$ cat src/rtl/cmh_pkg.sv
// ----------------------------------------------------------------------------
// cmh_pkg: shared types and constants for the color matrix to half block
// Widths, matrix coefficients, divider constants and config codes.
// ----------------------------------------------------------------------------
package cmh_pkg;

  localparam int SAMPLE_W        = 16;
  localparam int HALF_W          = 16;
  localparam int NUM_LANES       = 4;
  localparam int NUM_ROWS        = 3;

  // coefficient format: signed Q2.COEF_FRAC_BITS
  localparam int COEF_FRAC_BITS  = 16;
  localparam int COEF_TABLE_FRAC = 24;
  localparam int COEF_W          = COEF_FRAC_BITS + 2;

  // datapath widths
  localparam int PROD_W = SAMPLE_W + 1 + COEF_W;
  localparam int SUM_W  = PROD_W + 2;
  localparam int MAG_W  = SUM_W - 1;
  // magnitude rescaled to units of 2^-COEF_TABLE_FRAC
  localparam int X_W    = MAG_W + COEF_TABLE_FRAC - COEF_FRAC_BITS;
  localparam int Q_W    = X_W;

  // depth divisors are 2^k - 1: series estimate plus small correction
  localparam int DIV8_SH  = 8;
  localparam int DIV16_SH = 16;
  localparam int DIV8     = (1 << DIV8_SH) - 1;
  localparam int DIV16    = (1 << DIV16_SH) - 1;
  localparam int N8       = (X_W - 1) / DIV8_SH;
  localparam int N16      = (X_W - 1) / DIV16_SH;
  localparam int R8_MAX   = (N8 + 1) * DIV8;
  localparam int R16_MAX  = (N16 + 1) * DIV16;
  localparam int R_W      = $clog2((R16_MAX > R8_MAX) ? R16_MAX : R8_MAX);
  localparam int CORR_W   = $clog2(((N16 > N8) ? N16 : N8) + 1);
  localparam int REM_W    = DIV16_SH;

  // binary16 packing
  localparam int MANT_W = 10;
  localparam int S_W    = $clog2(Q_W - MANT_W);
  localparam int MSB_W  = $clog2(Q_W);
  localparam int PK_W   = S_W + MANT_W + 1;
  localparam logic [HALF_W-2:0] HALF_INF = 15'h7C00;

  // pipeline layout
  localparam int MAT_STAGES  = 2;
  localparam int DIV_STAGES  = 3;
  localparam int PACK_STAGES = 3;
  localparam int STG_MAT     = 0;
  localparam int STG_DIV     = STG_MAT + MAT_STAGES;
  localparam int STG_PACK    = STG_DIV + DIV_STAGES;
  localparam int NUM_STAGES  = STG_PACK + PACK_STAGES;

  // configuration port
  localparam int DEPTH_W    = 2;
  localparam int CFG_IDX_W  = 2;
  localparam int CFG_DATA_W = DEPTH_W;

  typedef enum logic [CFG_IDX_W-1:0] {
    CFG_CHANNEL_MODE = 2'd0,
    CFG_SAMPLE_DEPTH = 2'd1
  } cfg_idx_e;

  localparam logic [DEPTH_W-1:0] DEPTH_8BIT     = 2'd0;
  localparam logic [DEPTH_W-1:0] DEPTH_16BIT    = 2'd1;
  localparam logic [DEPTH_W-1:0] DEPTH_UNSCALED = 2'd2;

  typedef struct packed {
    logic               channel_mode;
    logic [DEPTH_W-1:0] sample_depth;
  } cfg_t;

  typedef struct packed {
    logic             neg;
    logic [MAG_W-1:0] mag;
  } lane_t;

  typedef struct packed {
    logic             neg;
    logic [Q_W-1:0]   quo;
    logic [REM_W-1:0] rem;
  } quot_t;

  // matrix entries times 2^24, row major
  localparam int COEF_Q24 [NUM_ROWS*NUM_ROWS] = '{
    17842118,   107340,  -264899,
    -8255779, 22955209,  1532506,
      -47206,    77845, 15376229
  };

  // table entry reduced to COEF_FRAC_BITS, rounded half away from zero
  function automatic logic signed [COEF_W-1:0] coef_used(input int idx);
    int v;
    int sh;
    int mag;
    v   = COEF_Q24[idx];
    sh  = COEF_TABLE_FRAC - COEF_FRAC_BITS;
    mag = (v < 0) ? -v : v;
    if (sh != 0) begin
      mag = (mag + (1 << (sh - 1))) >> sh;
    end
    return COEF_W'((v < 0) ? -mag : mag);
  endfunction

  localparam logic signed [COEF_W-1:0] COEF [NUM_ROWS*NUM_ROWS] = '{
    coef_used(0), coef_used(1), coef_used(2),
    coef_used(3), coef_used(4), coef_used(5),
    coef_used(6), coef_used(7), coef_used(8)
  };

endpackage

$ cat src/rtl/cmh_matrix.sv
// ----------------------------------------------------------------------------
// cmh_matrix: 3x3 matrix multiply, two pipeline stages
// Stage 1 registers the nine products, stage 2 the row sums as sign/magnitude.
// ----------------------------------------------------------------------------
module cmh_matrix import cmh_pkg::*; (
  input  logic                clk_i,
  input  logic [MAT_STAGES-1:0] en_i,
  input  cfg_t                cfg_i,
  input  logic [SAMPLE_W-1:0] smp_i  [NUM_LANES],
  output lane_t               lane_o [NUM_LANES]
);

  logic signed [PROD_W-1:0] prod_d [NUM_ROWS][NUM_ROWS];
  logic signed [PROD_W-1:0] prod_q [NUM_ROWS][NUM_ROWS];
  logic [SAMPLE_W-1:0]      s3_q;
  lane_t                    lane_d [NUM_LANES];
  lane_t                    lane_q [NUM_LANES];

  // constant multipliers, operands widened so the product is exact
  always_comb begin
    for (int r = 0; r < NUM_ROWS; r++) begin
      for (int c = 0; c < NUM_ROWS; c++) begin
        prod_d[r][c] = $signed(PROD_W'(smp_i[c])) * PROD_W'(COEF[r*NUM_ROWS+c]);
      end
    end
  end

  always_ff @(posedge clk_i) begin
    if (en_i[0]) begin
      prod_q <= prod_d;
      s3_q   <= smp_i[NUM_ROWS];
    end
  end

  always_comb begin
    logic signed [SUM_W-1:0] sum;
    for (int r = 0; r < NUM_ROWS; r++) begin
      sum = SUM_W'(prod_q[r][0]) + SUM_W'(prod_q[r][1]) + SUM_W'(prod_q[r][2]);
      lane_d[r].neg = sum[SUM_W-1];
      lane_d[r].mag = MAG_W'(sum[SUM_W-1] ? -sum : sum);
    end
    // fourth channel: unity gain, zero in three-channel mode
    lane_d[NUM_ROWS].neg = 1'b0;
    lane_d[NUM_ROWS].mag = cfg_i.channel_mode ?
                           MAG_W'({s3_q, {COEF_FRAC_BITS{1'b0}}}) : '0;
  end

  always_ff @(posedge clk_i) begin
    if (en_i[1]) begin
      lane_q <= lane_d;
    end
  end

  assign lane_o = lane_q;

endmodule

$ cat config.mk
export PLATFORM = sky130hd
export DESIGN_NAME = cmh_matrix
export DESIGN_NICKNAME = d
export VERILOG_FILES = /design/src/rtl/cmh_pkg.sv /design/src/rtl/cmh_matrix.sv
export SDC_FILE = /design/constraint.sdc
export NUM_CORES = 2
export LEC_CHECK = 0
export BUFFER_PORTS_ARGS = -buffer_cell sky130_fd_sc_hd__buf_2
export CELL_PAD_IN_SITES_DETAIL_PLACEMENT = 0
export CELL_PAD_IN_SITES_GLOBAL_PLACEMENT = 1
export CORE_ASPECT_RATIO = 1.1
export CORE_UTILIZATION = 40
export DETAILED_ROUTE_END_ITERATION = 10
export PLACE_DENSITY = 0.78
export SLEW_MARGIN = 20
export SYNTH_ARGS = -nofsm -noshare
export SYNTH_HDL_FRONTEND = slang
export SYNTH_SLANG_ARGS = --single-unit
$ cat constraint.sdc
create_clock -name clk_i -period 7.46 [get_ports clk_i]
set_input_delay 1.119 -clock clk_i [delete_from_list [all_inputs] [get_ports clk_i]]
set_output_delay 1.119 -clock clk_i [all_outputs]
set_load 0.03 [all_outputs]
Word-level counts from Yosys, hierarchy flattened
Cells that the tools add are included.
W data, S select, Z words.

cells by class
  add/subtract/negate cells = 9
  muxes and demuxes = 3
  multipliers = 9

operators with widths
  cell                      number
  $mux W36                  3
  $neg A36 Y36              2
  $add A35 B29 Y36          1
  $add A35 B30 Y36          1
  $neg A34 Y36              1
  $add A33 B34 Y35          1
  $add A27 B33 Y34          1
  $add A33 B25 Y34          1
  $mul A16 B17 Y33 const B  1
  $mul A17 B16 Y33 const B  1
  $mul A16 B16 Y32 const B  1
  $mul A17 B12 Y29 const B  1
  $mul A16 B12 Y28 const B  1
  $add A26 B26 Y27          1
  $mul A16 B11 Y27 const B  1
  $mul A16 B9 Y25 const B   1
  $mul A17 B6 Y23 const B   1
  $mul A16 B5 Y21 const B   1

storage, ports and cells
  output and inout port bits = 148
  logic and storage cells = 39
  bits of input ports = 70
  register bits = 414

Depth between registers and ports, before layout
  depth after elaboration = 4
  mapped depth = 30
  gate-level depth less buffers = 28

Worst setup path after synthesis
Ideal clock, no wire load.

  kind = input -> register
  from = in smp_i[16] (netlist bit)
  to = reg prod_q[30] (netlist bit) (data pin)
  stages on the path = 20
  setup slack = 545 ps
  path buffers = 0
  required time = 7202 ps
  library setup time = 258 ps
  arrival = 6658 ps
  path through = fa_1 -> inv_1 -> fa_1 -> fa_1 -> inv_1 -> fa_1 -> fa_1 -> fa_1 -> ha_1 -> a21o_1 -> a21o_1 -> a21o_1 -> a21o_1 -> a21o_1 -> a221o_1 -> a21o_1 -> a31oi_1 -> o311ai_0 -> a21oi_1 -> xnor2_1

RTL lines
  element               line              RTL
  start, declared       cmh_matrix.sv:9   input logic [SAMPLE_W-1:0] smp_i [NUM_LANES],
  end signal, assigned  cmh_matrix.sv:30  prod_q <= prod_d;
  end, declared         cmh_matrix.sv:14  logic signed [PROD_W-1:0] prod_q [NUM_ROWS][NUM_ROWS];

==> impl_metrics.ini <==
[clock_tree]
cts_buffers = 46
path_clk_slew_ps = 60
cts_hold_buf = 0
cts_setup_buffers = 0
ctsResizeCount = 0
clock-root-buffer = clkbuf_16
cts_tree = built
ctsLongestPathBuffers = 3
clock_sinks = 382
cts.htree.levels = 2
worstSkewPairLatency_ps = 620

[detailed_routing]
dr.pass1.iters = 5
post_drt_wl_per_cell_um = 19.39
routed_via_density = 5.121
drtIter0Drc = 1644
wirelength_mm = 119.6
drcViolationCount = 0
ant_nets = 0
vias = 31590

[synthesis]
async_flop_share_pct = 0
syn_avg_cell_area_um2 = 10.73
synth_compound_area_share_pct = 10.46
synth_xor_area_share_pct = 7.429
synth-main-ff-cell = edfxtp_1
synthMuxAreaShare_pct = 0.02155
yosys_warnings = 0
yosysUniqueCellTypes = 80
yosysSeqAreaShare_pct = 24.69
syn_inst = 4330
synth_simple_gate_area_share_pct = 6.516
synthAdderAreaFrac_pct = 44.01
synth_area_leader_cell = edfxtp_1
synth_top_cell_area_share_pct = 24.69
ys_ff_latch = 382
synth_top_family_by_area = adder cells
syn_area_um2 = 46450
synth_edf_count = 382
ys_top_cells_by_area = edfxtp_1 25%, ha_1 24%, fa_1 20%

[timing]
slew_violations = 0
setup_viol = 0
rsz0062_at_grt = false
slew-limit-headroom_pct = 30.19
finalHoldViolCount = 0
worst_slew_pin_slew_ps = 1047
timing.fmax_ghz = 0.1485
fin_crit_ps = 6734
finalClockSkew_ps = 24.58
fin_crit_sh_pct = 90.26
tns_ps = 0

[setup_path]
cp-startpoint = prod_q[175]
reg2reg_depth = 28
cp-start-kind = flip-flop
crit_arrival_ps = 7080
endpoint = lane_o[134]
r2r-start = prod_q[175]
cpMostUsedCell = o21ai_0
worst_path_dominant_cell_family = compound AO/OA/AOI/OAI gates
cp.required_ps = 7800
critPathCaptureType = flip-flop
crit_fanout = 12
path_buf_inv = 2
slowest_stage = edfxtp_1
timing.rr.end = lane_o[134]
max_stage_delay_ps = 570
crit_type = reg2reg
path_depth = 28
r2r_slack_ps = 730

[layout]
multiInputGateArea_um2 = 31890
drive_gt1_share_pct = 7.727
regArea_um2 = 11470
area_growth_syn_to_layout_pct = 10.18
fill_cells = 10800
fin_nets = 6034

[placement]
place_hpwl_mm = 102.8
portBuffers = 194
gp_congestion = 0.9558

[floorplan]
start_util_pct = 40.51
die_width_um = 326.9
coreArea_um2 = 114700
rows = 130
die_h_um = 359.4
fp.dieArea_um2 = 117500
io_pins = 218

[grt]
grt-ovfl-total = 0
antenna_found_initial = 11
grt_usage_pct = 20.56
grt_max_degree = 152
grt_pass1_wl_mm = 184.3
first_global_vias = 32260

[job]
max_cap_viol_count = 0

[min_path]
holdPathStages = 1
hold_path.class = reg2reg

[outcome]
status = completed
## kinds of logic (layout without fill, tap and decap cells)
group / after synthesis / after routing
XOR/XNOR: 394 / 394
adder cells (fa/ha/maj): 1355 / 1355
flip-flops: 382 / 382
AO/OA/AOI/OAI: 758 / 758
other: 1 / 27
AND/OR/NAND/NOR: 613 / 613
multiplexers: 1 / 1
buffers and inverters: 826 / 1120
## worst min path at each step
stage / slack (ps) / to / startpoint
2_1_floorplan: 500 / lane_o[30] / s3_q[14]
3_3_place_gp: 500 / lane_o[30] / s3_q[14]
3_5_place_dp: 510 / lane_o[30] / s3_q[14]
4_1_cts: 520 / lane_o[21] / s3_q[5]
5_1_grt: 540 / lane_o[18] / s3_q[2]
6_report: 520 / lane_o[30] / s3_q[14]
## area by class of cell
type                    instances  area share [%]
diodes                          4         0.01956
well taps                    1518           3.711
repair inverters                1         0.01467
inverters                     782           5.743
clock buffers                  52           2.335
repair buffers                252           2.804
flip-flops and latches        382           22.41
clock inverters                33          0.6454
multi-input cells            3144           62.31
## stage by stage
step                cell area [um^2]  util [%]  std cells  setup slack (ps)  hold slack, ps
finish                         51180     44.63       6168             726.5           519.8
global route                   51170     44.62       6165             28.40           542.5
detailed placement             49620     43.27       6078             80.51           508.0
CTS                            51150     44.60       6163             635.9           521.7
floorplan                      46530         -       4352             544.8           496.7
global placement               49620     43.27       6078             126.5           503.3
## layer usage
metal / vias up / global-route usage, % / share of wire (%)
met2: 649 / 34.99 / 48
li1: 15360 / - / -
met4: 6 / 5.598 / 2.8
met5: - / 0 / 0.036
met1: 15440 / 27.49 / 45
met3: 133 / 2.411 / 4.6
## synth_stat cells, drive strengths merged (12+ instances only)
master	instances
ha	890
inv	782
fa	465
edfxtp	382
xnor2	272
a21oi	232
nand2	153
o21ai	153
nor2	144
xor2	122
a21o	75
nand3	64
o21bai	57
nor3	54
a31oi	40
nand2b	34
o21a	34
and2	33
o31ai	27
and3	24
buf	24
nor2b	21
a211oi	20
clkbuf	20
o211ai	20
or3	17
nand4	16
o41ai	15
a21boi	12
nor4	12
## worst reg2reg max path, delay by kind of cell (launching register included)
family,cells,cell delay (ps)
XOR/XNOR,3,810
buffers and inverters,2,420
AO/OA/AOI/OAI,18,3410
flip-flops,1,570
AND/OR/NAND/NOR,2,230
adder cells (fa/ha/maj),3,1040
## placed cells by master, fill, tap and decap left out, types with 10 or more instances in the layout
cell type	instances
conb_1	23
o21bai_1	57
clkbuf_16	47
nand3_1	64
a21o_1	75
fa_1	465
or3_1	17
o31ai_1	26
a211oi_1	20
buf_2	192
and2_1	32
nand2b_1	34
o41ai_1	14
buf_4	57
ha_1	890
a31oi_1	39
nor4_1	10
edfxtp_1	382
nand2_1	153
nor2b_1	21
xnor2_1	272
o21ai_0	149
xor2_1	121
o211ai_1	20
nand4_1	16
a21oi_1	230
inv_1	781
and3_1	24
nor2_1	144
a21boi_0	12
nor3_1	54
o21a_1	34
## state kept, by name, indices dropped and copies added, names as in the netlist
signal	cells
prod_q	239
lane_o	127
s3_q	16
Power is left out: the tool's default activity adds up to more than one toggle a clock period on the data nets, which glitch-free logic cannot reach.
