<file path="config.mk">
export PLATFORM = sky130hd
export DESIGN_NAME = cmh_div
export DESIGN_NICKNAME = d
export VERILOG_FILES = /design/src/rtl/cmh_pkg.sv /design/src/rtl/cmh_div.sv
export SDC_FILE = /design/constraint.sdc
export NUM_CORES = 1
export LEC_CHECK = 0
export BUFFER_PORTS_ARGS = -buffer_cell sky130_fd_sc_hd__buf_2
export CAP_MARGIN = 20
export CORE_AREA = 2 2 151 153
export DETAILED_ROUTE_END_ITERATION = 8
export DIE_AREA = 0 0 153 155
export PLACE_DENSITY_LB_ADDON = 0.08
export SKIP_LAST_GASP = 1
export SLEW_MARGIN = 40
export SYNTH_ARGS = -nofsm -noshare
export SYNTH_HDL_FRONTEND = slang
export SYNTH_SLANG_ARGS = --single-unit
</file>
<file path="constraint.sdc">
create_clock -name clk_i -period 17.95 [get_ports clk_i]
set_input_delay 0 -clock clk_i [delete_from_list [all_inputs] [get_ports clk_i]]
set_output_delay 0 -clock clk_i [all_outputs]
set_load 0.05 [all_outputs]
</file>
<file path="src/rtl/cmh_pkg.sv">
// ----------------------------------------------------------------------------
// cmh_pkg: shared types and constants for the color matrix to half block
// Widths, matrix coefficients, divider constants and config codes.
// ----------------------------------------------------------------------------
package cmh_pkg;

  localparam int SAMPLE_W        = 16;
  localparam int HALF_W          = 16;
  localparam int NUM_LANES       = 4;
  localparam int NUM_ROWS        = 3;

  // coefficient format: signed Q2.COEF_FRAC_BITS
  localparam int COEF_FRAC_BITS  = 16;
  localparam int COEF_TABLE_FRAC = 24;
  localparam int COEF_W          = COEF_FRAC_BITS + 2;

  // datapath widths
  localparam int PROD_W = SAMPLE_W + 1 + COEF_W;
  localparam int SUM_W  = PROD_W + 2;
  localparam int MAG_W  = SUM_W - 1;
  // magnitude rescaled to units of 2^-COEF_TABLE_FRAC
  localparam int X_W    = MAG_W + COEF_TABLE_FRAC - COEF_FRAC_BITS;
  localparam int Q_W    = X_W;

  // depth divisors are 2^k - 1: series estimate plus small correction
  localparam int DIV8_SH  = 8;
  localparam int DIV16_SH = 16;
  localparam int DIV8     = (1 << DIV8_SH) - 1;
  localparam int DIV16    = (1 << DIV16_SH) - 1;
  localparam int N8       = (X_W - 1) / DIV8_SH;
  localparam int N16      = (X_W - 1) / DIV16_SH;
  localparam int R8_MAX   = (N8 + 1) * DIV8;
  localparam int R16_MAX  = (N16 + 1) * DIV16;
  localparam int R_W      = $clog2((R16_MAX > R8_MAX) ? R16_MAX : R8_MAX);
  localparam int CORR_W   = $clog2(((N16 > N8) ? N16 : N8) + 1);
  localparam int REM_W    = DIV16_SH;

  // binary16 packing
  localparam int MANT_W = 10;
  localparam int S_W    = $clog2(Q_W - MANT_W);
  localparam int MSB_W  = $clog2(Q_W);
  localparam int PK_W   = S_W + MANT_W + 1;
  localparam logic [HALF_W-2:0] HALF_INF = 15'h7C00;

  // pipeline layout
  localparam int MAT_STAGES  = 2;
  localparam int DIV_STAGES  = 3;
  localparam int PACK_STAGES = 3;
  localparam int STG_MAT     = 0;
  localparam int STG_DIV     = STG_MAT + MAT_STAGES;
  localparam int STG_PACK    = STG_DIV + DIV_STAGES;
  localparam int NUM_STAGES  = STG_PACK + PACK_STAGES;

  // configuration port
  localparam int DEPTH_W    = 2;
  localparam int CFG_IDX_W  = 2;
  localparam int CFG_DATA_W = DEPTH_W;

  typedef enum logic [CFG_IDX_W-1:0] {
    CFG_CHANNEL_MODE = 2'd0,
    CFG_SAMPLE_DEPTH = 2'd1
  } cfg_idx_e;

  localparam logic [DEPTH_W-1:0] DEPTH_8BIT     = 2'd0;
  localparam logic [DEPTH_W-1:0] DEPTH_16BIT    = 2'd1;
  localparam logic [DEPTH_W-1:0] DEPTH_UNSCALED = 2'd2;

  typedef struct packed {
    logic               channel_mode;
    logic [DEPTH_W-1:0] sample_depth;
  } cfg_t;

  typedef struct packed {
    logic             neg;
    logic [MAG_W-1:0] mag;
  } lane_t;

  typedef struct packed {
    logic             neg;
    logic [Q_W-1:0]   quo;
    logic [REM_W-1:0] rem;
  } quot_t;

  // matrix entries times 2^24, row major
  localparam int COEF_Q24 [NUM_ROWS*NUM_ROWS] = '{
    17842118,   107340,  -264899,
    -8255779, 22955209,  1532506,
      -47206,    77845, 15376229
  };

  // table entry reduced to COEF_FRAC_BITS, rounded half away from zero
  function automatic logic signed [COEF_W-1:0] coef_used(input int idx);
    int v;
    int sh;
    int mag;
    v   = COEF_Q24[idx];
    sh  = COEF_TABLE_FRAC - COEF_FRAC_BITS;
    mag = (v < 0) ? -v : v;
    if (sh != 0) begin
      mag = (mag + (1 << (sh - 1))) >> sh;
    end
    return COEF_W'((v < 0) ? -mag : mag);
  endfunction

  localparam logic signed [COEF_W-1:0] COEF [NUM_ROWS*NUM_ROWS] = '{
    coef_used(0), coef_used(1), coef_used(2),
    coef_used(3), coef_used(4), coef_used(5),
    coef_used(6), coef_used(7), coef_used(8)
  };

endpackage

</file>
<file path="src/rtl/cmh_div.sv">
// ----------------------------------------------------------------------------
// cmh_div: division by the depth divisor, three pipeline stages
// Series estimate of x/(2^k-1), remainder-based correction, final add.
// ----------------------------------------------------------------------------
module cmh_div import cmh_pkg::*; (
  input  logic                  clk_i,
  input  logic [DIV_STAGES-1:0] en_i,
  input  cfg_t                  cfg_i,
  input  lane_t                 lane_i,
  output quot_t                 quot_o
);

  logic [X_W-1:0]    x;
  logic [Q_W-1:0]    est_d;
  logic [Q_W-1:0]    est_q;
  logic [R_W-1:0]    xlo_q;
  logic              neg_a_q;

  logic [CORR_W-1:0] corr_d;
  logic [REM_W-1:0]  rem_d;
  logic [Q_W-1:0]    est_b_q;
  logic [CORR_W-1:0] corr_q;
  logic [REM_W-1:0]  rem_q;
  logic              neg_b_q;

  quot_t             quot_q;

  assign x = {lane_i.mag, {(COEF_TABLE_FRAC-COEF_FRAC_BITS){1'b0}}};

  // x/(2^k-1) = sum of x >> jk; truncation leaves it a few units low
  always_comb begin
    logic [Q_W-1:0] e8;
    logic [Q_W-1:0] e16;
    e8  = '0;
    e16 = '0;
    for (int j = 1; j <= N8; j++) begin
      e8 = e8 + (x >> (j * DIV8_SH));
    end
    for (int j = 1; j <= N16; j++) begin
      e16 = e16 + (x >> (j * DIV16_SH));
    end
    case (cfg_i.sample_depth)
      DEPTH_8BIT:  est_d = e8;
      DEPTH_16BIT: est_d = e16;
      default:     est_d = x;
    endcase
  end

  always_ff @(posedge clk_i) begin
    if (en_i[0]) begin
      est_q   <= est_d;
      xlo_q   <= x[R_W-1:0];
      neg_a_q <= lane_i.neg;
    end
  end

  // remainder is small, so only the low bits are needed
  always_comb begin
    logic [R_W-1:0]    elo;
    logic [R_W-1:0]    r8;
    logic [R_W-1:0]    r16;
    logic [CORR_W-1:0] c8;
    logic [CORR_W-1:0] c16;
    elo = est_q[R_W-1:0];
    r8  = xlo_q - (elo << DIV8_SH) + elo;
    r16 = xlo_q - (elo << DIV16_SH) + elo;
    c8  = '0;
    c16 = '0;
    for (int k = 1; k <= N8; k++) begin
      if (r8 >= R_W'(k * DIV8)) begin
        c8 = c8 + CORR_W'(1);
      end
    end
    for (int k = 1; k <= N16; k++) begin
      if (r16 >= R_W'(k * DIV16)) begin
        c16 = c16 + CORR_W'(1);
      end
    end
    case (cfg_i.sample_depth)
      DEPTH_8BIT: begin
        corr_d = c8;
        rem_d  = REM_W'(r8 - R_W'(c8) * R_W'(DIV8));
      end
      DEPTH_16BIT: begin
        corr_d = c16;
        rem_d  = REM_W'(r16 - R_W'(c16) * R_W'(DIV16));
      end
      default: begin
        corr_d = '0;
        rem_d  = '0;
      end
    endcase
  end

  always_ff @(posedge clk_i) begin
    if (en_i[1]) begin
      est_b_q <= est_q;
      corr_q  <= corr_d;
      rem_q   <= rem_d;
      neg_b_q <= neg_a_q;
    end
  end

  always_ff @(posedge clk_i) begin
    if (en_i[2]) begin
      quot_q.quo <= est_b_q + Q_W'(corr_q);
      quot_q.rem <= rem_q;
      quot_q.neg <= neg_b_q;
    end
  end

  assign quot_o = quot_q;

endmodule

</file>
[Yosys cells after proc, flatten, opt, wreduce, memory -nomap -nowiden]
Cells that the tools add are included.
Word-level totals
  bits in registers: 180
  bits of input ports: 44
  output and inout port bits: 61
  word-level logic and storage cells: 48
Operators by class
  add/subtract/negate cells: 17
  multiply operators: 2
  magnitude comparators: 7
  equality and inequality tests: 1
  multiplexer cells: 10
  reduce and logical (&&, ||, !) cells: 1
Operators by type and width (number)
  $pmux W44 S2: 1
  $add A44 B3 Y44: 1
  $add A39 B4 Y40: 1
  $add A38 B12 Y39: 1
  $add A37 B20 Y38: 1
  $add A36 B28 Y37: 1
  $add A18 B18 Y18: 2
  $ge A18 B10 Y1 const B: 2
  $sub A18 B18 Y18: 2
  $pmux W16 S2: 1
  $add A28 B12 Y29: 1
  $ge A18 B11 Y1 const B: 1
  $ge A18 B16 Y1 const B: 1
  $ge A18 B17 Y1 const B: 1
  $ge A18 B8 Y1 const B: 1
  $ge A18 B9 Y1 const B: 1
  $mul A3 B16 Y16 const B: 1
  $sub A16 B11 Y16: 1
  $sub A16 B16 Y16: 1
  $mux W3: 5
  $add A3 B1 Y3 const B: 4
  $mul A3 B8 Y11 const B: 1
  $pmux W3 S2: 1
  $add A1 B1 Y2 const B: 1
  3 further kinds: 4

[Longest topological paths before layout]
  depth in word-level cells: 15
  gate-level depth with buffers: 41
  mapped depth without buffers: 40

[Worst setup path after synthesis]
OpenSTA, ideal clock, no wires.
  path type: register to register
  start point: register est_q[1]
  end point: register rem_q[14], data pin
  arrival time: 9.211 ns
  required time: 17.671 ns
  slack: 8.460 ns
  stages on the path, launching flop included: 39
  buffers on the path: 2
  period minus slack after synthesis: 9.490 ns
  path through: edfxtp_1 buf_1 inv_1 ha_1 or2_1 a21oi_1 a211oi_4 o31ai_2 xor2_1 or4_4 or4b_1 a2111oi_0 ha_1 clkbuf_1 xnor2_1 ha_1 mux2_2 ha_1 (+3 left out) inv_1 fa_1 inv_1 ha_1 inv_1 ha_1 nor2b_1 o21ai_0 a21boi_0 o21ai_0 a21boi_0 o21ai_0 a21boi_0 o21ai_0 a21boi_0 nor4_1 xnor2_1 a211oi_1
On the way
  longest elaborated chain between the ends: 15
  elaborated cells between the ends (all ways): 28
Ends and longest elaborated chain
  start: declaration: RTL line cmh_div.sv:15  | logic [Q_W-1:0] est_q;
  start signal: assignment: RTL line cmh_div.sv:51  | est_q <= est_d;
  $sub A18 B18 Y18: RTL line cmh_div.sv:65  | r8 = xlo_q - (elo << DIV8_SH) + elo;
  $add A18 B18 Y18: RTL line cmh_div.sv:65
  $ge A18 B8 Y1: RTL line cmh_div.sv:70  | if (r8 >= R_W'(k * DIV8)) begin
  $mux W1: RTL line cmh_div.sv:70
  $add A1 B1 Y2: RTL line cmh_div.sv:71  | c8 = c8 + CORR_W'(1);
  $mux W3: RTL line cmh_div.sv:70
  $add A3 B1 Y3: RTL line cmh_div.sv:71
  $mux W3: RTL line cmh_div.sv:70
  $add A3 B1 Y3: RTL line cmh_div.sv:71
  $mux W3: RTL line cmh_div.sv:70
  $add A3 B1 Y3: RTL line cmh_div.sv:71
  $mux W3: RTL line cmh_div.sv:70
  $mul A3 B8 Y11: RTL line cmh_div.sv:82  | rem_d = REM_W'(r8 - R_W'(c8) * R_W'(DIV8));
  $sub A16 B11 Y16: RTL line cmh_div.sv:82
  $pmux W16 S2 (*): RTL line cmh_div.sv:79  | case (cfg_i.sample_depth)
  via rem_d[14]: RTL line cmh_div.sv:20  | logic [REM_W-1:0] rem_d;
  end signal: assignment: RTL line cmh_div.sv:99  | rem_q <= rem_d;
  end: declaration: RTL line cmh_div.sv:23  | logic [REM_W-1:0] rem_q;
The timed path passes the listed nets; every way through them passes the cells marked *.
A chain may end at the register's enable or synchronous reset.

[Final worst setup path]
Same ends and word-level chain as after synthesis.

==> impl_summary.md <==
Worst setup path
Counting stages on the worst path, the most repeated cell is ha_1. The largest stage delay on the critical path is approximately 710 ps. The buffering stage count on the worst path with inverters included is 4. The slowest stage of the critical path belongs to the cell edfxtp_1. STA classifies the critical path startpoint as a flop.

The endpoint required time on the critical path is about 18000 ps. The worst setup path is captured at a flop. Data arrives at the worst endpoint at approximately 11000 ps. The critical path in this run is classified as reg -> reg.

The biggest fanout along the worst timing path is 17. The family with the most delay on the worst path is adder cells.

Global routing
The number of antenna violations at the first check in global routing is 1. Entering global routing, the biggest net connects 74 pins. The number of global-route vias before repair came to around 10000. The first-pass GRT wire length is approximately 55000 um. The overall overflow remaining after global route is 0. Global routing consumed, over all layers together, about 30% of the routing resources.

Floorplanning
The initial standard-cell utilization of the core is roughly 66%. The vertical die dimension is 155 um. The I/O pin total is 105.

The chip width is about 150 um. The floorplan step defined a die boundary enclosing ~24000 um^2. In this run the standard cell core region covers roughly 22000 um^2. The standard-cell row count is 55.

Pwr
Dividing total power by cell area gives a power density of between 200 and 250 nW/um^2. The maximum ir drop on the vdd rail is 0.219 mV. For this design the static power due to leakage is about 7 nW.

Yosys
The share of Yosys cell area claimed by the top area cell type is roughly 37%. After synthesis, flip-flops and latches occupy 37.0% of the total area. In the synthesized netlist, the number of instances is around 1400. Summing the areas of all and, or, nand and nor instances in the mapped netlist gives between 10% and 20% of the synthesized area. Synthesis inferred 180 register bits. The yosys synthesis warning count is 0. Yosys mapped a number of flops with a built-in enable equal to between 150 and 200. The post-synthesis share of cell area spent on xor and xnor gates is around 8.7%. In the synthesized netlist the dominant register cell turns out to be edfxtp_1.

The cell area that synthesis handed to floorplanning was 14600 um^2. When the netlist entered floorplanning its net count stood at around 1700. The largest family of logic cells by synthesized area is adder cells. Multiplexer cells account for under 10% of the synthesized area. The synthesized-area fraction occupied by adder cells is a little under a quarter.

The fraction of registers with async set/reset is 0%. The netlist uses between 70 and 80 different library cells. The mean cell area of the mapped netlist is roughly 10 um^2. Yosys attributes the largest share of cell area to edfxtp_1, ha_1, fa_1, xnor2_1, inv_1. The biggest area consumer among synthesized cells is edfxtp_1. Summing the areas of all compound-gate instances in the mapped netlist gives 13.4% of the synthesized area.

Route
Once detail routing completed, the nets flagged for antenna violations numbered 0. The count of vias placed by the detailed router is roughly 11000. The first-pass iteration count of the detailed router is 5. The detailed router finished its first iteration with ~1100 violations. Dividing the detail-routed via count by the number of cells gives between 6 and 7. The routed design has 34300 um of wire. The average routed wire per standard cell is ~19 um. The final routed DRC violation total is 0.

Clock tree
The total CTS buffers is 17. The tree is rooted in a clkbuf_16. At the later pin of the worst-skew pair, clock insertion delay measures between 400 and 500 ps. The count of instances resized after the clock tree is built is 0.

The post-CTS setup-driven buffer insertion count is 0. The clock tree from TritonCTS is done. Clock-pin slew was measured on the worst setup and hold paths at roughly 80 ps.

The number of hold buffers added after cts is 11. Clock tree synthesis found a total of 180 sinks. Counting along the longest clock path gives a buffer depth of 2.

The H-tree level count is 4.

Timing
Setup violations remaining at the end of the flow were counted as 0. At the pin with the least slew margin, the transition time is between 800 and 900 ps. The total count of max-transition violations in the final report is 0. For the final routed database, the setup TNS stands at 0 ps.

On the final layout, the worst clock skew is approximately 13 ps. Setup repair after global routing left no endpoint under its margin. Setup slack closes at 6720 ps. The relative slew slack is roughly 45%. The number of hold violations in the final report is 0. The period utilization is about 63%.

The shortest clock period the worst path allows after layout is about 11000 ps. The maximum clock rate is between 80 and 90 MHz.

Run
The tool flagged a number of max-cap violations equal to 0.

Placed design
The final estimated routing congestion in global placement is just over 0.9. The detailed placer's ending HPWL is 25400 um. Before CTS, the worst setup slack after placement is around 7000 ps.

The number of I/O port buffers is 103.

Final layout
Of the cells placed in the final design, the portion with a size suffix greater than 1 is between 10% and 20%. Compared with the post-synthesis result, the final layout area differs by 10.4%. The most common library cell in the layout ignoring fill and taps is ha_1. The number of nets in the final layout is ~1800.

0 antenna diodes ended up in the layout. Fill cells in the final layout number 1651. In the layout the commonest cells are ha_1, edfxtp_1, inv_1. For this run, the share of the core covered by cells in the final layout is approximately 73%.

Worst hold path
The class of the worst hold path is in -> reg.

Status
The flow ran to the end, and the final reports show no timing, DRC or antenna violations.
[synthesized netlist by cell type (3+ instances only)]
library cell	instances
ha_1	184
edfxtp_1	180
inv_1	126
nand2_1	105
xnor2_1	99
nor2_1	93
a21oi_1	79
o21ai_0	65
fa_1	57
xor2_1	46
nand3_1	31
a21o_1	29
clkbuf_1	23
or2_2	19
nor3_1	17
o21a_1	17
and2_1	16
and3_1	14
nand2b_1	14
a211oi_1	13
nand4_1	13
or3_1	12
a21boi_0	10
mux2i_1	10
o211ai_1	9
o21bai_1	9
nor2b_1	8
a311oi_1	7
and4_1	7
a31oi_1	6
o22ai_1	5
o31a_1	5
a2111oi_0	4
a22oi_1	4
a31o_2	4
buf_1	4
mux2_2	4
o31ai_1	4
nor4_1	3
[worst register-to-register path: cells and delay by family, from the launching register on]
kind,cells,cell delay [ps]
flops,1,710
buf+inv,4,410
simple gates,7,1950
mux,1,280
xor+xnor,5,1170
compound gates,12,3230
fa+ha+maj,8,3240
[registers in the layout (all words and copies together), names as in the netlist]
name,cells
corr_q,3
est_b_q,44
est_q,44
neg_a_q,1
neg_b_q,1
quot_o,61
rem_q,16
xlo_q,10
[layer usage]
metal  part of all wire (%)  track usage (%)  routed length, um
met1                     45             44.3              15600
met2                     45             44.7              15300
met3                    8.2             5.54               2830
met4                    1.6             7.63                555
met5                  0.038                0                 13
[logic make-up (layout without fill, tap and decap cells)]
group	Yosys count	after routing
compound gates	295	295
xor+xnor	145	145
fa+ha+maj	241	241
buf+inv	155	277
flops	180	180
mux	15	15
simple gates	367	367
[cell type report]
type	instances	area, um^2	share of cell area (%)
clock inverters	15	179	1.11
multi-input cells	1063	8640	53.5
repair buffers	118	662	4.10
flip-flops and latches	180	5410	33.5
well taps	285	357	2.21
inverters	127	477	2.95
clock buffers	17	425	2.64
[where the power goes]
part           internal (mW)  switching, mW
Combinational          0.920           1.35
Sequential             0.570         0.0360
Clock                  0.189          0.187
Total                   1.68           1.57
[through the flow]
stage	cells	cell area, um^2	power, mW	hold WS, ps
after detailed placement	1762	15400	2.81	198
final	1805	16100	3.25	51.8
after global routing	1805	16100	3.55	44.7
after CTS	1805	16100	3.22	35.6
after floorplan	1398	14600	2.33	98.9
after global placement	1762	15400	2.75	200
[worst paths after layout]
path | start | endpoint | slack, ps | depth (start not counted)
max reg2reg | est_q[1] | rem_q[14] | 6720 | 37
max | est_q[1] | rem_q[14] | 6720 | 37
min reg2reg | est_q[19] | est_b_q[19] | 420 | 0
min | lane_i[16] | est_q[24] | 50 | 3
No activity file was read; power rests on OpenSTA's default activity.
