## config.mk

```make
export PLATFORM = sky130hd
export DESIGN_NAME = cmh_pack
export DESIGN_NICKNAME = d
export VERILOG_FILES = /design/src/rtl/cmh_pkg.sv /design/src/rtl/cmh_pack.sv
export SDC_FILE = /design/constraint.sdc
export NUM_CORES = 1
export LEC_CHECK = 0
export ABC_CLOCK_PERIOD_IN_PS = 10200
export BUFFER_PORTS_ARGS = -buffer_cell sky130_fd_sc_hd__buf_2
export CORE_AREA = 2 2 151 153
export CTS_CLUSTER_SIZE = 12
export DETAILED_ROUTE_END_ITERATION = 16
export DIE_AREA = 0 0 153 155
export HOLD_SLACK_MARGIN = 0.12
export PLACE_DENSITY = 0.62
export SYNTH_ARGS = -nofsm -noshare
export SYNTH_HDL_FRONTEND = slang
export SYNTH_SLANG_ARGS = --single-unit
```

## constraint.sdc

```tcl
create_clock -name clk_i -period 10.2 [get_ports clk_i]
set_input_delay 0.51 -clock clk_i [delete_from_list [all_inputs] [get_ports clk_i]]
set_output_delay 0.51 -clock clk_i [all_outputs]
set_load 0.03 [all_outputs]
```

## src/rtl/cmh_pkg.sv

```systemverilog
// ----------------------------------------------------------------------------
// cmh_pkg: shared types and constants for the color matrix to half block
// Widths, matrix coefficients, divider constants and config codes.
// ----------------------------------------------------------------------------
package cmh_pkg;

  localparam int SAMPLE_W        = 16;
  localparam int HALF_W          = 16;
  localparam int NUM_LANES       = 4;
  localparam int NUM_ROWS        = 3;

  // coefficient format: signed Q2.COEF_FRAC_BITS
  localparam int COEF_FRAC_BITS  = 16;
  localparam int COEF_TABLE_FRAC = 24;
  localparam int COEF_W          = COEF_FRAC_BITS + 2;

  // datapath widths
  localparam int PROD_W = SAMPLE_W + 1 + COEF_W;
  localparam int SUM_W  = PROD_W + 2;
  localparam int MAG_W  = SUM_W - 1;
  // magnitude rescaled to units of 2^-COEF_TABLE_FRAC
  localparam int X_W    = MAG_W + COEF_TABLE_FRAC - COEF_FRAC_BITS;
  localparam int Q_W    = X_W;

  // depth divisors are 2^k - 1: series estimate plus small correction
  localparam int DIV8_SH  = 8;
  localparam int DIV16_SH = 16;
  localparam int DIV8     = (1 << DIV8_SH) - 1;
  localparam int DIV16    = (1 << DIV16_SH) - 1;
  localparam int N8       = (X_W - 1) / DIV8_SH;
  localparam int N16      = (X_W - 1) / DIV16_SH;
  localparam int R8_MAX   = (N8 + 1) * DIV8;
  localparam int R16_MAX  = (N16 + 1) * DIV16;
  localparam int R_W      = $clog2((R16_MAX > R8_MAX) ? R16_MAX : R8_MAX);
  localparam int CORR_W   = $clog2(((N16 > N8) ? N16 : N8) + 1);
  localparam int REM_W    = DIV16_SH;

  // binary16 packing
  localparam int MANT_W = 10;
  localparam int S_W    = $clog2(Q_W - MANT_W);
  localparam int MSB_W  = $clog2(Q_W);
  localparam int PK_W   = S_W + MANT_W + 1;
  localparam logic [HALF_W-2:0] HALF_INF = 15'h7C00;

  // pipeline layout
  localparam int MAT_STAGES  = 2;
  localparam int DIV_STAGES  = 3;
  localparam int PACK_STAGES = 3;
  localparam int STG_MAT     = 0;
  localparam int STG_DIV     = STG_MAT + MAT_STAGES;
  localparam int STG_PACK    = STG_DIV + DIV_STAGES;
  localparam int NUM_STAGES  = STG_PACK + PACK_STAGES;

  // configuration port
  localparam int DEPTH_W    = 2;
  localparam int CFG_IDX_W  = 2;
  localparam int CFG_DATA_W = DEPTH_W;

  typedef enum logic [CFG_IDX_W-1:0] {
    CFG_CHANNEL_MODE = 2'd0,
    CFG_SAMPLE_DEPTH = 2'd1
  } cfg_idx_e;

  localparam logic [DEPTH_W-1:0] DEPTH_8BIT     = 2'd0;
  localparam logic [DEPTH_W-1:0] DEPTH_16BIT    = 2'd1;
  localparam logic [DEPTH_W-1:0] DEPTH_UNSCALED = 2'd2;

  typedef struct packed {
    logic               channel_mode;
    logic [DEPTH_W-1:0] sample_depth;
  } cfg_t;

  typedef struct packed {
    logic             neg;
    logic [MAG_W-1:0] mag;
  } lane_t;

  typedef struct packed {
    logic             neg;
    logic [Q_W-1:0]   quo;
    logic [REM_W-1:0] rem;
  } quot_t;

  // matrix entries times 2^24, row major
  localparam int COEF_Q24 [NUM_ROWS*NUM_ROWS] = '{
    17842118,   107340,  -264899,
    -8255779, 22955209,  1532506,
      -47206,    77845, 15376229
  };

  // table entry reduced to COEF_FRAC_BITS, rounded half away from zero
  function automatic logic signed [COEF_W-1:0] coef_used(input int idx);
    int v;
    int sh;
    int mag;
    v   = COEF_Q24[idx];
    sh  = COEF_TABLE_FRAC - COEF_FRAC_BITS;
    mag = (v < 0) ? -v : v;
    if (sh != 0) begin
      mag = (mag + (1 << (sh - 1))) >> sh;
    end
    return COEF_W'((v < 0) ? -mag : mag);
  endfunction

  localparam logic signed [COEF_W-1:0] COEF [NUM_ROWS*NUM_ROWS] = '{
    coef_used(0), coef_used(1), coef_used(2),
    coef_used(3), coef_used(4), coef_used(5),
    coef_used(6), coef_used(7), coef_used(8)
  };

endpackage

```

## src/rtl/cmh_pack.sv

```systemverilog
// ----------------------------------------------------------------------------
// cmh_pack: quotient to binary16, three pipeline stages
// Leading-one search, mantissa extract with guard/sticky, round and saturate.
// ----------------------------------------------------------------------------
module cmh_pack import cmh_pkg::*; (
  input  logic                   clk_i,
  input  logic [PACK_STAGES-1:0] en_i,
  input  cfg_t                   cfg_i,
  input  quot_t                  quot_i,
  output logic [HALF_W-1:0]      half_o
);

  logic [S_W-1:0]    s_d;
  logic [S_W-1:0]    s_q;
  quot_t             quot_q;

  logic [MANT_W:0]   mant_d;
  logic              guard_d;
  logic              sticky_d;
  logic [MANT_W:0]   mant_q;
  logic [S_W-1:0]    s_b_q;
  logic              guard_q;
  logic              sticky_q;
  logic              neg_b_q;

  logic [HALF_W-1:0] half_d;
  logic [HALF_W-1:0] half_q;

  // shift needed to bring the quotient below 2^(MANT_W+1)
  always_comb begin
    logic [MSB_W-1:0] msb;
    msb = '0;
    for (int i = 0; i < Q_W; i++) begin
      if (quot_i.quo[i]) begin
        msb = MSB_W'(i);
      end
    end
    s_d = (msb > MSB_W'(MANT_W)) ? S_W'(msb - MSB_W'(MANT_W)) : '0;
  end

  always_ff @(posedge clk_i) begin
    if (en_i[0]) begin
      s_q    <= s_d;
      quot_q <= quot_i;
    end
  end

  // with no shift the round bit comes from the division remainder
  always_comb begin
    logic [Q_W-1:0]    low;
    logic [Q_W-1:0]    gmask;
    logic [REM_W:0]    div;
    mant_d = (MANT_W+1)'(quot_q.quo >> s_q);
    low    = quot_q.quo & ~({Q_W{1'b1}} << s_q);
    gmask  = Q_W'(1) << (s_q - S_W'(1));
    case (cfg_i.sample_depth)
      DEPTH_8BIT:  div = (REM_W+1)'(DIV8);
      DEPTH_16BIT: div = (REM_W+1)'(DIV16);
      default:     div = (REM_W+1)'(1);
    endcase
    if (s_q == '0) begin
      guard_d  = {quot_q.rem, 1'b0} > div;
      sticky_d = quot_q.rem != '0;
    end else begin
      guard_d  = |(low & gmask);
      sticky_d = (|(low & ~gmask)) || (quot_q.rem != '0);
    end
  end

  always_ff @(posedge clk_i) begin
    if (en_i[1]) begin
      mant_q   <= mant_d;
      s_b_q    <= s_q;
      guard_q  <= guard_d;
      sticky_q <= sticky_d;
      neg_b_q  <= quot_q.neg;
    end
  end

  // nearest even; a mantissa carry rolls into the exponent field
  always_comb begin
    logic            up;
    logic [MANT_W+1:0] mant_r;
    logic [PK_W-1:0] bits;
    up     = guard_q && (sticky_q || mant_q[0]);
    mant_r = (MANT_W+2)'(mant_q) + (MANT_W+2)'(up);
    bits   = (PK_W'(s_b_q) << MANT_W) + PK_W'(mant_r);
    if (bits > PK_W'(HALF_INF)) begin
      half_d = {neg_b_q, HALF_INF};
    end else begin
      half_d = {neg_b_q, bits[HALF_W-2:0]};
    end
  end

  always_ff @(posedge clk_i) begin
    if (en_i[2]) begin
      half_q <= half_d;
    end
  end

  assign half_o = half_q;

endmodule

```

### Yosys cells after proc, flatten, opt, wreduce, memory -nomap -nowiden

Index checks and enable logic that the tools add are counted.

* memory bits (read-only): 0
* bits of input ports: 68
* register bits after elaboration: 103
* bits in writable memories: 0
* output and inout bits: 16
* latch bits: 0
* memories kept: 0
* logic and storage cells: 81

* bitwise gates (word level): 5
* reduce and logical (&&, ||, !) cells: 8
* divide/modulo/power cells: 0
* order comparisons: 3
* mux-type cells: 46
* add/sub/neg operators: 4
* shift operators: 3
* $mul: 0
* equality and inequality tests: 1

Operators with widths (number)
* two-way mux 6 bit: 41
* AND 44 bit: 3
* NOT 44 bit: 2
* OR reduction 44 bit: 2
* left shift 1 x 6 -> 44 bit (first input constant): 1
* left shift 44 x 6 -> 44 bit (first input constant): 1
* >> shifter 44 x 6 -> 11 bit: 1
* case mux 16 bit (2 select lines): 1
* adder 16 x 12 -> 17 bit: 1
* > comparator 17 x 15 -> 1 bit (second input constant): 1
* > comparator 17 bit: 1
* nonzero test 16 bit: 1
* adder 11 x 1 -> 12 bit: 1
* > comparator 6 x 4 -> 1 bit (second input constant): 1
* zero test 6 bit: 1
* subtractor 6 x 1 -> 6 bit (second input constant): 1
* subtractor 6 x 4 -> 6 bit (second input constant): 1
* two-way mux 1 bit: 3
* == test 2 x 1 -> 1 bit (second input constant): 1
* zero test 2 bit: 1
* logical OR 1 bit: 2
* two-way mux 2 bit: 1
* logical AND 1 bit: 1

### Logic depth before layout (Yosys ltp)

* word-level depth: 44
* mapped depth: 13
* mapped depth without buffers: 10

### Worst setup path after synthesis

OpenSTA, ideal clock, no wires.

* path kind: reg-to-reg
* start point: reg s_q[2]
* end point: reg sticky_q, data pin
* arrival time: 2.947 ns
* stages on the path, launching flop included: 14
* required time: 9.935 ns
* clock period less this slack: 3.212 ns
* slack: 6.988 ns
* path buffers: 5
* path through: edfxtp_1 > buf_2 > inv_2 > buf_1 > ha_1 > clkbuf_1 > clkbuf_1 > clkbuf_1 > nand3_1 > nor2_1 > nor2_1 > a2111o_1 > nor4_1 > a31oi_1

* longest elaborated chain between the ends: 7
* elaborated cells between the ends (all ways): 11
* those cells by class: 1 x add/sub; 2 x shift; 1 x mux; 4 x bitwise; 3 x reduce/logical

RTL lines
* start, declared: RTL line cmh_pack.sv:14 `logic [S_W-1:0] s_q;`
* start signal, assigned: RTL line cmh_pack.sv:43 `s_q <= s_d;`
* left shift 44 x 6 -> 44 bit / subtractor 6 x 1 -> 6 bit (equally long branches): RTL line cmh_pack.sv:54, cmh_pack.sv:55
* NOT 44 bit / left shift 1 x 6 -> 44 bit (equally long branches): RTL line cmh_pack.sv:54, cmh_pack.sv:55
* AND 44 bit / NOT 44 bit (equally long branches): RTL line cmh_pack.sv:54, cmh_pack.sv:66
* AND 44 bit: RTL line cmh_pack.sv:66 `sticky_d = (|(low & ~gmask)) || (quot_q.rem != '0);`
* OR reduction 44 bit: RTL line cmh_pack.sv:66
* logical OR 1 bit: RTL line cmh_pack.sv:66
* two-way mux 1 bit *: RTL line cmh_pack.sv:61 `if (s_q == '0) begin`
* net sticky_d: RTL line cmh_pack.sv:19 `logic sticky_d;`
* end signal, assigned: RTL line cmh_pack.sv:75 `sticky_q <= sticky_d;`
* end, declared: RTL line cmh_pack.sv:23 `logic sticky_q;`

Mark *: on every way through the listed nets, which the timed path passes. The rest lies on a longest branch.
A chain may end at the register's enable or synchronous reset.

### Final worst setup path

* start point: reg s_q[1]
* end point: reg guard_q, data pin

* longest elaborated chain between the ends: 6
* elaborated cells between the ends (all ways): 9
* those cells by class: 1 x add/sub; 2 x shift; 1 x mux; 3 x bitwise; 2 x reduce/logical

RTL lines
* left shift 44 x 6 -> 44 bit: RTL line cmh_pack.sv:54 `low = quot_q.quo & ~({Q_W{1'b1}} << s_q);`
* NOT 44 bit: RTL line cmh_pack.sv:54
* AND 44 bit: RTL line cmh_pack.sv:54
* AND 44 bit: RTL line cmh_pack.sv:65 `guard_d = |(low & gmask);`
* OR reduction 44 bit: RTL line cmh_pack.sv:65
* two-way mux 1 bit *: RTL line cmh_pack.sv:61
* net guard_d: RTL line cmh_pack.sv:18 `logic guard_d;`
* end signal, assigned: RTL line cmh_pack.sv:74 `guard_q <= guard_d;`
* end, declared: RTL line cmh_pack.sv:22 `logic guard_q;`

Marked as above.

==> reports/results.txt <==
Outcome -> completed
Total Negative Setup Slacks -> 0 ns
Total Nets Final -> 922
Clock root buffer master -> sky130_fd_sc_hd__clkbuf_16
Global-route wire length before repair -> 37210 µm
Maximum level of the CTS H-tree -> 3
Detailed Route Iter0 Violations -> 544
Worst setup SP type -> flip-flop
Share of final-layout standard cells stronger than drive strength 1 -> 0.2076
Multi-input gate area in the final layout -> 0.004707 mm²
Arrival time of the worst setup path -> 4.40 ns
Number of nets produced by synthesis -> 870
Worst Hold Path Cells -> 1
Count of vias placed by the detailed router -> 6856
CTS tree -> built
Pin count of the biggest net entering global routing -> 73
Final setup slack of the worst path -> 5.867 ns
Clock buffer depth -> 2
Maximum ir drop on the vdd rail -> 0.00009904 V
Power, Total -> 1.288 mW
Chip height -> 155 µm
Total routed wirelength -> 23760 µm
Setup slack at placement -> 5.985 ns
Number of flops mapped to enable cells by yosys -> 103
Depth of the worst register-to-register path -> 11
Hold/Removal Path Class -> input pin to flip-flop
Clock period minus worst slack -> 4.333 ns
Initial antenna violation count -> 0
Area of placed instances -> 0.008706 mm²
Max-cap violations -> 0
Top flip-flop cell by instance count after synthesis -> sky130_fd_sc_hd__edfxtp_1
Pwr per Cell Area -> 143.2 mW/mm²
Gpl congestion -> 0.9576
Overall overflow remaining after global route -> 0
Gates resized, CTS repair -> 0
Number of routed nets with antenna violations -> 0
Post-detailed-route wirelength per cell -> 21.16 µm
Die outline width -> 153 µm
Number of standard cells after synthesis -> 782
Average cell area after synthesis -> 10.36 µm²
Vias in the first global route -> 6479
Synth-to-Final Area Change -> 11.04%
Yosys warns -> 0
Final Instance Area -> 0.008999 mm²
Number of port buffers -> 82
Sinks on the clock net -> 103
Final number of setup-violating endpoints -> 0
Worst setup EP type -> flip-flop
Crit share post-route -> 0.4248
RSZ-0062 raised after global routing -> no
FF+latch area -> 0.003093 mm²
Leakage power -> 3.226 nW
Post-Route Hold Slack -> 0.3231 ns
Achievable clock frequency -> 0.2308 GHz
Layout fillers -> 2215
Hpwl dp -> 17670 µm
Tightest slew margin relative to the limit -> 0.4012
Critical Path Fanout Max -> 48
Cts-stage hold buffer count -> 0
Worst reg-to-reg setup slack -> 5.87 ns
Std-Cell Core Area -> 0.02223 mm²
Antenna Cells -> 0
Number of placement rows -> 55
Number of top-level design ports -> 84
Portion of the post-synthesis area used by sequential elements -> 0.3817
Required time reported for the critical path endpoint -> 10.27 ns
Pin slew with the least headroom to its limit -> 0.8869 ns
Initial standard-cell utilization of the core -> 0.3646
FFs w/ async S/R, synth -> 0
Register bit total from synthesis -> 103
Crit Path Category -> flip-flop to flip-flop
Avg Vias per Cell -> 6.105
Worst skew pair latency -> 0.36 ns
Drt first pass iters -> 5
Max Slew Vio Count -> 0
Final Hold Violating Endpoints -> 0
Number of remaining DRC errors -> 0
TritonCTS buffer count -> 9
Total track usage -> 0.2025
Clock transition time at the flip-flop clock pins of the worst setup and hold paths -> 0.07 ns
Total standard cell area after synthesis -> 0.008104 mm²
Final setup skew -> 0.01124 ns
Number of distinct library cell variants in the gate-level netlist after synthesis -> 68
Number of buffers added for setup after CTS -> 0
DIE AREA -> 0.02372 mm²
## per-stage QoR
step / std cells / utilization
finish: 1123 / 0.4048
global route: 1123 / 0.4048
CTS: 1123 / 0.4048
detailed placement: 1108 / 0.3917
global placement: 1108 / 0.3917
floorplan: 782 / -
## synth_stat cells, drive strengths merged (11+ instances only)
cell	count	area [µm²]
ha	20	250.2
nor2b	19	118.9
nand3	15	75.07
mux2i	46	460.4
nor2	65	244.0
o21ai	50	250.2
a21oi	41	205.2
edfxtp	103	3093
a21o	12	90.09
a31oi	14	87.58
buf	31	168.9
nand2	57	214.0
nor4	18	112.6
nand2b	12	75.07
nor3	22	115.1
clkbuf	21	78.83
o22ai	11	68.82
mux4	45	1013
inv	15	56.31
## placed cells by master (no fill, tap or decap), drive strengths merged, types with 14 or more instances in the layout
master / count
edfxtp: 103
a31oi: 14
mux4: 45
nand3: 15
nor2b: 19
buf: 93
nor2: 65
ha: 20
nor3: 22
inv: 17
mux2i: 46
nor4: 18
o21ai: 50
a21oi: 41
nand2: 57
## worst paths after layout
| kind | to | from |
|---|---|---|
| min reg2reg | half_o[15] | neg_b_q |
| max | guard_q | s_q[1] |
| min | quot_q[7] | quot_i[7] |
| max reg2reg | guard_q | s_q[1] |
## kinds of logic (layout without fill, tap and decap cells)
kind of cell             count (synthesis)  after routing  synth area share
buffers and inverters                   67            123           0.03752
AND/OR/NAND/NOR                        264            264            0.1672
XOR/XNOR                                13             13           0.01405
adder cells (fa/ha/maj)                 20             20           0.03088
AO/OA/AOI/OAI                          218            218            0.1785
flip-flops                             103            103            0.3817
multiplexers                            97             97            0.1902
## routing by layer
| metal | vias up | GRT usage | part of all wire |
|---|---|---|---|
| li1 | 3210 | - | - |
| met1 | 3319 | 0.2762 | 0.43 |
| met2 | 275 | 0.3201 | 0.46 |
| met3 | 52 | 0.03064 | 0.065 |
| met4 | 0 | 0.09259 | 0.041 |
| met5 | - | 0 | 0 |
## critical path, cell delays in order (launching register included)
cell and delay (ns):
sky130_fd_sc_hd__edfxtp_1 0.32, sky130_fd_sc_hd__buf_4 0.48, sky130_fd_sc_hd__buf_4 0.50, sky130_fd_sc_hd__or2_2 0.29, sky130_fd_sc_hd__inv_2 0.11, sky130_fd_sc_hd__ha_1 0.29
sky130_fd_sc_hd__buf_4 0.35, sky130_fd_sc_hd__mux2_2 0.38, sky130_fd_sc_hd__a221oi_1 0.29, sky130_fd_sc_hd__o2111ai_1 0.15, sky130_fd_sc_hd__a2111oi_0 0.65, sky130_fd_sc_hd__a31oi_1 0.19
## final cells by class
| cell class | instances | area share |
|---|---|---|
| Inverter | 15 | 0.006257 |
| Clock buffer | 9 | 0.02503 |
| Multi-Input combinational cell | 612 | 0.5231 |
| Sequential cell | 103 | 0.3437 |
| Tap cell | 285 | 0.03963 |
| Clock inverter | 6 | 0.007508 |
| Timing Repair Buffer | 93 | 0.05478 |
## registers in the layout (all words and copies together), names as in the netlist
signal / cells
quot_q: 61
half_o: 16
mant_q: 11
s_b_q: 6
s_q: 6
guard_q: 1
neg_b_q: 1
sticky_q: 1
## power breakdown
group / internal (mW) / switching (mW) / total (mW) / leakage (nW)
registers: 0.512 / 0.0358 / 0.548 / 1.01
clock network: 0.190 / 0.158 / 0.348 / 0.138
logic: 0.161 / 0.231 / 0.392 / 2.08
total: 0.864 / 0.425 / 1.29 / 3.23
(Power assumes the default switching activity.)
